--- src/hdl/srl_pkg.sv ---
`timescale 1ns / 1ps
// Shared types and codes for the sorted record list.
// No dependencies; imported by srl_ram, srl_ctrl, sorted_record_list and the test files.
package srl_pkg;

	localparam logic [1:0] FN_INSERT = 2'd0;
	localparam logic [1:0] FN_DELETE = 2'd1;
	localparam logic [1:0] FN_DUMP   = 2'd2;

	typedef enum logic [2:0] {
		STS_INSERTED  = 3'd0,
		STS_DELETED   = 3'd1,
		STS_NOT_FOUND = 3'd2,
		STS_FULL      = 3'd3,
		STS_RECORD    = 3'd4,
		STS_EMPTY     = 3'd5
	} status_t;

	typedef struct packed {
		logic [31:0]        id;
		logic signed [15:0] math;
		logic signed [15:0] comp;
	} rec_t;

	typedef struct packed {
		status_t status;
		rec_t    rec;
		logic    last;
	} res_t;

	typedef enum logic [3:0] {
		S_IDLE,
		S_INS_RD,
		S_INS_CHK,
		S_INS_PUT,
		S_DEL_RD,
		S_DEL_CHK,
		S_DMP_RD,
		S_DMP_CHK,
		S_RESP
	} state_t;

endpackage

--- src/hdl/srl_ram.sv ---
`timescale 1ns / 1ps
// Record memory: one write port, one read port, registered read data.
// Depends on srl_pkg for the record type.
module srl_ram #(
	parameter int DEPTH = 32,
	parameter int AW    = 5
) (
	input  logic            clk,
	input  logic            we,
	input  logic [AW-1:0]   waddr,
	input  srl_pkg::rec_t   wdata,
	input  logic            re,
	input  logic [AW-1:0]   raddr,
	output srl_pkg::rec_t   rdata
);
	import srl_pkg::*;

	rec_t mem [DEPTH];

	always_ff @(posedge clk) begin
		if (we) begin
			mem[waddr] <= wdata;
		end
	end

	// read data holds until the next read
	always_ff @(posedge clk) begin
		if (re) begin
			rdata <= mem[raddr];
		end
	end

endmodule

--- src/hdl/srl_ctrl.sv ---
`timescale 1ns / 1ps
// Sequencer for insert, delete and dump: walks the record memory one entry
// at a time, shifting entries as it goes. Depends on srl_pkg and drives srl_ram.
module srl_ctrl #(
	parameter int CAPACITY = 32,
	parameter int AW       = 5,
	parameter int CW       = 6
) (
	input  logic                clk,
	input  logic                arst_n,
	input  logic                req_valid,
	output logic                req_stall,
	input  logic [1:0]          func,
	input  logic [31:0]         student_id,
	input  logic signed [15:0]  math_score,
	input  logic signed [15:0]  computer_score,
	output logic                res_valid,
	output srl_pkg::res_t       res,
	input  logic                out_free,
	output logic                mem_we,
	output logic [AW-1:0]       mem_waddr,
	output srl_pkg::rec_t       mem_wdata,
	output logic                mem_re,
	output logic [AW-1:0]       mem_raddr,
	input  srl_pkg::rec_t       mem_rdata
);
	import srl_pkg::*;

	localparam logic [CW-1:0] CAP_C = CW'(CAPACITY);

	state_t             state_q, state_d;
	logic [CW-1:0]      count_q;
	logic [AW-1:0]      idx_q;
	logic               found_q;
	status_t            status_q;
	logic [31:0]        id_q;
	logic signed [15:0] math_q;
	logic signed [15:0] comp_q;

	logic          accept;
	logic [AW-1:0] last_idx;
	logic          at_last;
	logic          id_above;
	logic          match;
	logic          found_now;

	assign accept    = req_valid && (state_q == S_IDLE);
	assign last_idx  = AW'(count_q - CW'(1));
	assign at_last   = (idx_q == last_idx);
	assign id_above  = (id_q > mem_rdata.id);
	assign match     = (mem_rdata.id == id_q);
	assign found_now = found_q || match;

	// next state
	always_comb begin
		state_d = state_q;
		case (state_q)
			S_IDLE: begin
				if (req_valid) begin
					case (func)
						FN_INSERT: begin
							if (count_q == CAP_C) state_d = S_RESP;
							else if (count_q == '0) state_d = S_INS_PUT;
							else state_d = S_INS_RD;
						end
						FN_DELETE: state_d = (count_q == '0) ? S_RESP : S_DEL_RD;
						FN_DUMP:   state_d = (count_q == '0) ? S_RESP : S_DMP_RD;
						default:   state_d = S_IDLE;
					endcase
				end
			end
			S_INS_RD:  state_d = S_INS_CHK;
			S_INS_CHK: state_d = (id_above || idx_q == '0) ? S_INS_PUT : S_INS_RD;
			S_INS_PUT: state_d = S_RESP;
			S_DEL_RD:  state_d = S_DEL_CHK;
			S_DEL_CHK: state_d = at_last ? S_RESP : S_DEL_RD;
			S_DMP_RD:  state_d = S_DMP_CHK;
			S_DMP_CHK: begin
				if (out_free) state_d = at_last ? S_IDLE : S_DMP_RD;
			end
			S_RESP: begin
				if (out_free) state_d = S_IDLE;
			end
			default: state_d = S_IDLE;
		endcase
	end

	// memory and result outputs
	always_comb begin
		req_stall = (state_q != S_IDLE);
		mem_re    = 1'b0;
		mem_raddr = idx_q;
		mem_we    = 1'b0;
		mem_waddr = idx_q;
		mem_wdata = mem_rdata;
		res_valid = 1'b0;
		res       = '{status: status_q, rec: '{id: id_q, math: '0, comp: '0}, last: 1'b1};
		case (state_q)
			S_INS_RD, S_DEL_RD, S_DMP_RD: mem_re = 1'b1;
			S_INS_CHK: begin
				// move the entry up one slot while the new id still sorts below it
				if (!id_above) begin
					mem_we    = 1'b1;
					mem_waddr = idx_q + AW'(1);
				end
			end
			S_INS_PUT: begin
				mem_we    = 1'b1;
				mem_wdata = '{id: id_q, math: math_q, comp: comp_q};
			end
			S_DEL_CHK: begin
				// past the match, close the gap
				if (found_q) begin
					mem_we    = 1'b1;
					mem_waddr = idx_q - AW'(1);
				end
			end
			S_DMP_CHK: begin
				res_valid = 1'b1;
				res       = '{status: STS_RECORD, rec: mem_rdata, last: at_last};
			end
			S_RESP: res_valid = 1'b1;
			default: ;
		endcase
	end

	always_ff @(posedge clk or negedge arst_n) begin
		if (!arst_n) begin
			state_q  <= S_IDLE;
			count_q  <= '0;
			found_q  <= 1'b0;
		end else begin
			state_q <= state_d;
			case (state_q)
				S_IDLE:    found_q <= 1'b0;
				S_INS_PUT: count_q <= count_q + CW'(1);
				S_DEL_CHK: begin
					found_q <= found_now;
					if (at_last && found_now) count_q <= count_q - CW'(1);
				end
				default: ;
			endcase
		end
	end

	always_ff @(posedge clk) begin
		case (state_q)
			S_IDLE: begin
				if (accept) begin
					id_q   <= student_id;
					math_q <= math_score;
					comp_q <= computer_score;
					idx_q  <= (func == FN_INSERT && count_q != '0) ? last_idx : '0;
					case (func)
						FN_INSERT: status_q <= STS_FULL;
						FN_DELETE: status_q <= STS_NOT_FOUND;
						default:   status_q <= STS_EMPTY;
					endcase
				end
			end
			S_INS_CHK: begin
				if (id_above) idx_q <= idx_q + AW'(1);
				else if (idx_q != '0) idx_q <= idx_q - AW'(1);
			end
			S_INS_PUT: status_q <= STS_INSERTED;
			S_DEL_CHK: begin
				if (at_last) status_q <= found_now ? STS_DELETED : STS_NOT_FOUND;
				else idx_q <= idx_q + AW'(1);
			end
			S_DMP_CHK: begin
				if (out_free && !at_last) idx_q <= idx_q + AW'(1);
			end
			default: ;
		endcase
	end

	a_count_cap: assert property (@(posedge clk) disable iff (!arst_n)
		count_q <= CAP_C) else $error("entry count above capacity");

	a_chk_after_rd: assert property (@(posedge clk) disable iff (!arst_n)
		state_q == S_INS_CHK |-> $past(state_q) == S_INS_RD)
		else $error("insert compare without a read issued");

	a_no_overfill: assert property (@(posedge clk) disable iff (!arst_n)
		state_q == S_INS_PUT |-> count_q < CAP_C)
		else $error("insert write into a full list");

	a_del_gap: assert property (@(posedge clk) disable iff (!arst_n)
		(mem_we && state_q == S_DEL_CHK) |-> idx_q != '0)
		else $error("delete shift below slot zero");

endmodule

--- src/hdl/sorted_record_list.sv ---
`timescale 1ns / 1ps
// sorted_record_list: keeps up to CAPACITY records (id, two signed scores)
// in ascending id order in a single-port-read record memory.
// Request channel (req_valid/req_stall): func selects insert, delete or dump.
// A transaction is taken only while the sequencer is idle; func code 3 is
// dropped with no response. Response channel (rsp_valid/rsp_stall): one
// transaction per insert or delete, one per stored record for a dump (or a
// single empty status), with last set on the final one.
// Each operation walks the memory one entry at a time, reading and then comparing
// each visited entry: insert visits the entries at or above the new id plus the
// one just below it, delete and a dump visit every stored entry, and a full insert,
// an empty dump or a delete on an empty list goes straight to its response.
// The final response goes valid in the same cycle that the sequencer is idle again.
// Responses sit in an output register, so a new request is taken while a
// finished response waits; a stall on rsp holds that register and the sequencer
// on its final status or, during a dump, on the current record.
// Reset clears the entry count and the output valid; memory contents need no
// clearing since only entries below the count are ever read.
module sorted_record_list #(
	parameter int CAPACITY = 32
) (
	input  logic                clk,
	input  logic                arst_n,
	input  logic                req_valid,
	output logic                req_stall,
	input  logic [1:0]          func,
	input  logic [31:0]         student_id,
	input  logic signed [15:0]  math_score,
	input  logic signed [15:0]  computer_score,
	output logic                rsp_valid,
	input  logic                rsp_stall,
	output logic [2:0]          status,
	output logic [31:0]         out_id,
	output logic signed [15:0]  out_math,
	output logic signed [15:0]  out_computer,
	output logic                last
);
	import srl_pkg::*;

	localparam int AW = $clog2(CAPACITY);
	localparam int CW = $clog2(CAPACITY + 1);

	logic          mem_we, mem_re;
	logic [AW-1:0] mem_waddr, mem_raddr;
	rec_t          mem_wdata, mem_rdata;
	logic          res_valid;
	res_t          res;
	logic          out_free;
	logic          rsp_valid_q;
	res_t          rsp_q;

	assign out_free = !rsp_valid_q || !rsp_stall;

	srl_ctrl #(
		.CAPACITY(CAPACITY),
		.AW      (AW),
		.CW      (CW)
	) u_ctrl (
		.clk           (clk),
		.arst_n        (arst_n),
		.req_valid     (req_valid),
		.req_stall     (req_stall),
		.func          (func),
		.student_id    (student_id),
		.math_score    (math_score),
		.computer_score(computer_score),
		.res_valid     (res_valid),
		.res           (res),
		.out_free      (out_free),
		.mem_we        (mem_we),
		.mem_waddr     (mem_waddr),
		.mem_wdata     (mem_wdata),
		.mem_re        (mem_re),
		.mem_raddr     (mem_raddr),
		.mem_rdata     (mem_rdata)
	);

	srl_ram #(
		.DEPTH(CAPACITY),
		.AW   (AW)
	) u_ram (
		.clk  (clk),
		.we   (mem_we),
		.waddr(mem_waddr),
		.wdata(mem_wdata),
		.re   (mem_re),
		.raddr(mem_raddr),
		.rdata(mem_rdata)
	);

	always_ff @(posedge clk or negedge arst_n) begin
		if (!arst_n) begin
			rsp_valid_q <= 1'b0;
		end else if (out_free) begin
			rsp_valid_q <= res_valid;
		end
	end

	// hold payload while stalled
	always_ff @(posedge clk) begin
		if (out_free && res_valid) begin
			rsp_q <= res;
		end
	end

	assign rsp_valid    = rsp_valid_q;
	assign status       = rsp_q.status;
	assign out_id       = rsp_q.rec.id;
	assign out_math     = rsp_q.rec.math;
	assign out_computer = rsp_q.rec.comp;
	assign last         = rsp_q.last;

endmodule

--- config.mk ---
export PLATFORM = sky130hd
export DESIGN_NAME = sorted_record_list
export DESIGN_NICKNAME = d
export VERILOG_FILES = /design/src/hdl/srl_pkg.sv /design/src/hdl/srl_ram.sv /design/src/hdl/srl_ctrl.sv /design/src/hdl/sorted_record_list.sv
export SDC_FILE = /design/constraint.sdc
export NUM_CORES = 2
export LEC_CHECK = 0
export BUFFER_PORTS_ARGS = -buffer_cell sky130_fd_sc_hd__buf_2
export CORE_MARGIN = 1
export CORE_UTILIZATION = 30
export DETAILED_ROUTE_END_ITERATION = 7
export MAX_ROUTING_LAYER = met4
export PLACE_DENSITY_LB_ADDON = 0.2
export SLEW_MARGIN = 0
export SYNTH_ARGS = -nofsm -noshare
export SYNTH_HDL_FRONTEND = slang
export SYNTH_HIERARCHICAL = 1
export SYNTH_SLANG_ARGS = --single-unit
--- constraint.sdc ---
create_clock -name clk -period 10.11 [get_ports clk]
set_input_delay 0.5055 -clock clk [delete_from_list [all_inputs] [get_ports clk]]
set_output_delay 0.5055 -clock clk [all_outputs]
set_load 0.03 [all_outputs]
Yosys cells after proc, flatten, opt, wreduce, memory -nomap -nowiden
Memories as Yosys holds them, arrays and structs flattened. A register that Yosys moved wholly into a read port is not among the register bits.
Cells that the tools add are included.

storage, ports and cells
  register bits = 152
  latch bits = 0
  bits in writable memories = 2,048
  ROM bits = 0
  input port bits = 70
  word-level logic and storage cells = 110
  memories = 1

operators by class
  add/sub/neg operators = 4
  multiply operators = 0
  div/mod/pow operators = 0
  magnitude comparators = 1
  eq/ne operators = 22
  shifts and indexed selects = 0
  mux-type cells = 39
  bitwise gates (word level) = 0
  reduce and logical (&&, ||, !) cells = 29

memory list
  memory     depth  bits a word  rd ports  clocked after Yosys merged registers in  wr ports  RTL line       RTL
  u_ram.mem  32     64           1         1                                        1         srl_ram.sv:18  rec_t mem [DEPTH];

operators with widths
  operator                                                         number
  65-bit 2-to-1 mux                                                1
  64-bit 2-to-1 mux                                                1
  5-bit 2-to-1 mux                                                 8
  4-bit case mux with 9 select lines                               1
  32-bit == test                                                   1
  32-bit greater-than comparator                                   1
  4-bit 2-to-1 mux                                                 7
  5-bit case mux with 4 select lines                               1
  4-bit by 3-bit == test with 1-bit output, second input constant  4
  4-bit case mux with 3 select lines                               1
  6-bit case mux with 2 select lines                               1
  5-bit case mux with 2 select lines                               1
  3-bit 2-to-1 mux                                                 3
  3-bit case mux with 3 select lines                               1
  4-bit by 2-bit == test with 1-bit output, second input constant  2
  2-bit by 1-bit != test with 1-bit output, second input constant  4
  2-bit != test, second input constant                             4
  4-bit nonzero test                                               2
  6-bit by 1-bit adder with 6-bit output, second input constant    1
  6-bit == test, second input constant                             1
  6-bit zero test                                                  1
  1-bit 2-to-1 mux                                                 6
  2-bit 2-to-1 mux                                                 3
  6-bit 2-to-1 mux                                                 1
  27 further kinds                                                 38

Logic depth before layout (Yosys ltp)
  depth in word-level cells = 6
  gate-level depth with buffers = 12
  gate-level depth less buffers = 12

Hierarchy
Netlist, hierarchy kept.

by module, submodules not included
  module              instances  cells each  area an instance (um2)
  srl_ram             1          3,097       79,612.6
  srl_ctrl            1          677         5,654.2
  sorted_record_list  1          72          2,089.5

Worst setup path after synthesis
OpenSTA, ideal clock, no wires.

  path kind = reg2reg
  start point = reg u_ctrl.id_q[26]
  end point = mem u_ram/mem[28][0] in the netlist's numbering (enable)
  arrival time = 5.622 ns
  required time = 9.623 ns
  slack = 4.002 ns
  cell stages (with the launch flop) = 12
  period minus slack after synthesis = 6.108 ns
  cells stage by stage = edfxtp_1 ha_1 nand4_1 nor4_1 inv_1 or4_1 o21ai_2 nand2_1 a311o_1 or3b_2 clkbuf_1 nor2_1

between the ends
  elaborated cells between the ends (all ways) = 7
  those cells by class = 1 x order compare; 6 x mux

RTL lines
  item                                RTL line                  RTL
  start, declared                     srl_ctrl.sv:36            logic [31:0] id_q;
  start signal, assigned              srl_ctrl.sv:150           id_q <= student_id;
  32-bit greater-than comparator      srl_ctrl.sv:50            assign id_above = (id_q > mem_rdata.id);
  5-bit 2-to-1 mux                    srl_ctrl.sv:102           if (!id_above) begin
  5-bit case mux with 2 select lines  srl_ctrl.sv:98            case (state_q)
  via mem_waddr[1]                    sorted_record_list.sv:44  logic [AW-1:0] mem_waddr, mem_raddr;
  end, declared                       srl_ram.sv:18

The timed path passes the listed nets, and every way through them passes these cells.

Worst setup path in the final report
  start point = reg u_ctrl.id_q[30]
  end point = mem u_ram/mem[21][30] in the netlist's numbering (enable)

Same word-level chain as after synthesis.

==> flow_summary.ini <==
[outcome]
status = finished clean

[grt]
grt_pass1_wl_um = 350000
gr-total-overflow = 0
grt_pass1_vias = 42700
grt_max_degree = 117
antenna_found_initial = 23
grt_usage_pct = 17.7

[detailed_routing]
first_iter_violations = 4496
drtPass1Iterations = 5
vias = 41800
drc = 0
viasPerCell = 5.03
wirelength_um = 253000
drt.antenna.violating_nets = 0
avgRoutedWirePerCell_um = 30.4

[timing]
fin_skew_ps = 60.3
rsz0062_at_grt = no
tightestPinTransition_ps = 1290
setup_viol = 0
slew-limit-headroom_pct = 13.4
max_freq_ghz = 0.167
hold_ws_ps = 100
period_share_pct = 59.3
final_hold_viol_count = 0
setup_tns_ps = 0
setup_ws_ps = 4120
maxSlewViolCount = 0
fin_crit_ps = 5990

[floorplan]
die_area_sq_um = 293000
start_util_pct = 30.2
die_y_um = 542
core_sq_um = 289000
ios = 140
rows = 197
fp.dieW_um = 542

[setup_path]
crit_family = simple AND/OR/NAND/NOR gates
critical_path_class = register to register
crit_fanout = 46
endpoint_kind = register
crit_buf_inv = 2
crit_arrival_ps = 6450
cp-start-kind = register
critPathSlowestCell = nor2_4
crit_chain = ha_1 > nand4_1 > nor4_1 > inv_1 > or4_1 > o21ai_2 > nand2_1 > a311o_1 > nand3b_1 > nor2_4 > buf_4
required_ps = 10570
cp_slowest_stage_delay_ps = 1050

[place]
pre_cts_ws_ps = 4140
gp_congestion = 0.784
dp_hpwl_um = 138000
portBuffers = 139
postPlaceCellArea_sq_um = 93500
dp_cells = 7799

[synthesis]
synth_cells = 3846
ys_ff_latch = 2264
async_reset_ff_share_pct = 0.530
yosys_warnings = 6
yosysUniqueCellTypes = 68
synth_area_leaders = edfxtp_1 77%, mux4_2 16%, mux2_2 0.97%, nand2_1 0.83%, ha_1 0.53%
syn-num-nets = 3953
synthFlopType = edfxtp_1
avgSynthCellArea_sq_um = 22.7
synth_top_area_share_pct = 77.4
yosysTopAreaCell = edfxtp_1
synth_common_cells = 2252 x edfxtp_1, 602 x mux4_2, 194 x nand2_1
synth_most_common_cell = edfxtp_1
seq_area_frac_synth_pct = 77.8
synth_enable_flop_cells = 2252
syn-cell-area_sq_um = 87400

[layout]
area_growth_pct = 16.5
finalInstanceArea_sq_um = 102000
fillers = 26800
layout.nets = 4333
fin_cells = 8311
drive_gt1_share_pct = 30.8

[power]
powerDensity_nw_per_um2 = 295
power.leakage_nw = 31.7
peakVddDrop_v = 0.000213

[flow_run]
maxCapViolCount = 0

[clock_tree]
insertion_delay_ps = 880
cts_setup_buffers = 0
postCtsResizedCells = 0
tritoncts = yes
cts_num_sinks = 2264
cts.clk_slew.worst_paths_ps = 60
cts_root_buffer = clkbuf_16
cts_buffers = 239
h-tree-depth = 4
cts_max_path_buffers = 3

[min_path]
hold_path.class = primary input to asynchronous set/reset pin
[sequential cells by signal, indices dropped and copies added (netlist names)]
register and flops:
last 1, out_math 16, u_ctrl/math_q 16, u_ctrl/mem_raddr 5
u_ctrl/found_q 1, u_ctrl/count_q 6, out_id 32, rsp_valid 1
u_ctrl/comp_q 16, status 3, u_ctrl/state_q 4, u_ctrl/id_q 32
u_ctrl/status_q 3, u_ram/mem 2048, u_ram/rdata 64, out_computer 16
[stage by stage]
stage	util (%)	total power, mW
finish	35.2	30.1
global route	35.2	31.3
CTS	35.2	30.5
detailed placement	32.4	21.9
global placement	32.4	21.8
floorplan	-	18.4
[where the power goes]
group | internal, mW | total, mW | switching, mW | leakage (nW)
Sequential | 12.4 | 12.7 | 0.227 | 20.5
Combinational | 3.30 | 8.87 | 5.58 | 7.50
Clock | 4.78 | 8.53 | 3.74 | 3.71
Total | 20.5 | 30.1 | 9.55 | 31.7
[path summary, 6_finish.rpt]
| kind | slack (ps) | depth (start not counted) | endpoint | startpoint |
|---|---|---|---|---|
| max in group asynchronous | 9680 | 2 | u_ctrl/state_q[1] | arst_n |
| worst max-delay path | 4120 | 11 | u_ram/mem[21][30] | u_ctrl/id_q[30] |
| worst min-delay path | 100 | 2 | u_ctrl/count_q[0] | arst_n |
| worst max register to register | 4120 | 11 | u_ram/mem[21][30] | u_ctrl/id_q[30] |
| worst min register to register | 550 | 1 | status[2] | u_ctrl/status_q[2] |
| min in group clk | 130 | 2 | u_ctrl/status_q[2] | func[1] |
[metal layers]
| metal | part of all wire [%] | track usage, % | up-vias |
|---|---|---|---|
| met1 | 45 | 24.5 | 23200 |
| li1 | - | - | 17000 |
| met3 | 5.8 | 3.16 | 286 |
| met2 | 47 | 27.3 | 1335 |
| met5 | 0 | - | - |
| met4 | 1.8 | 3.77 | 0 |
[logic make-up (layout without fill, tap and decap cells)]
group           count (synthesis)  in the layout  share of synthesized area, %
fa+ha+maj                      37             37                         0.530
compound gates                199            199                          1.42
other cells                     0              7                             0
xor+xnor                       20             20                         0.201
buf+inv                       242            820                          1.23
mux                           715            715                          16.9
flops                        2264           2264                          77.8
simple gates                  369            369                          1.94
[final cells by class]
type,instances,area [sq um],area share [%]
Antenna cell,7,17.5,0.0172
Tap cell,3880,4850,4.77
Inverter,44,165,0.162
Sequential cell,2264,67900,66.8
Clock inverter,138,1290,1.27
Clock buffer,301,6270,6.17
Multi-Input combinational cell,1340,18800,18.5
Timing Repair Buffer,337,2430,2.39
[what timing repair did]
| action | in CTS | in global routing |
|---|---|---|
| hold buffers | 66 | 0 |
| setup endpoints to repair | 0 | 0 |
| hold endpoints to repair | 77 | 0 |
[cell usage in the layout, fill, tap and decap left out, types with 8 or more instances in the layout]
cell,Yosys,routed
clkinv_2,0,55
a21oi_1,23,22
inv_6,0,9
edfxtp_1,2252,2252
a221oi_1,16,16
nor2_4,0,32
mux4_2,602,602
o22ai_1,16,16
mux2_2,75,75
nor2b_1,8,8
nand2_1,194,193
ha_1,37,37
bufinv_16,0,15
nand4_1,12,12
o21ai_1,4,12
and3_1,36,35
o21ai_0,91,59
clkbuf_16,0,240
nand3_1,19,18
inv_1,43,43
o21ai_2,1,19
dlygate4sd3_1,0,66
buf_2,68,139
mux2i_1,38,38
xnor2_1,16,16
dfrtp_1,12,11
clkinv_1,0,43
nor2_1,54,22
buf_4,14,125
clkbuf_1,99,57
Power figures use the tool's default switching activity.
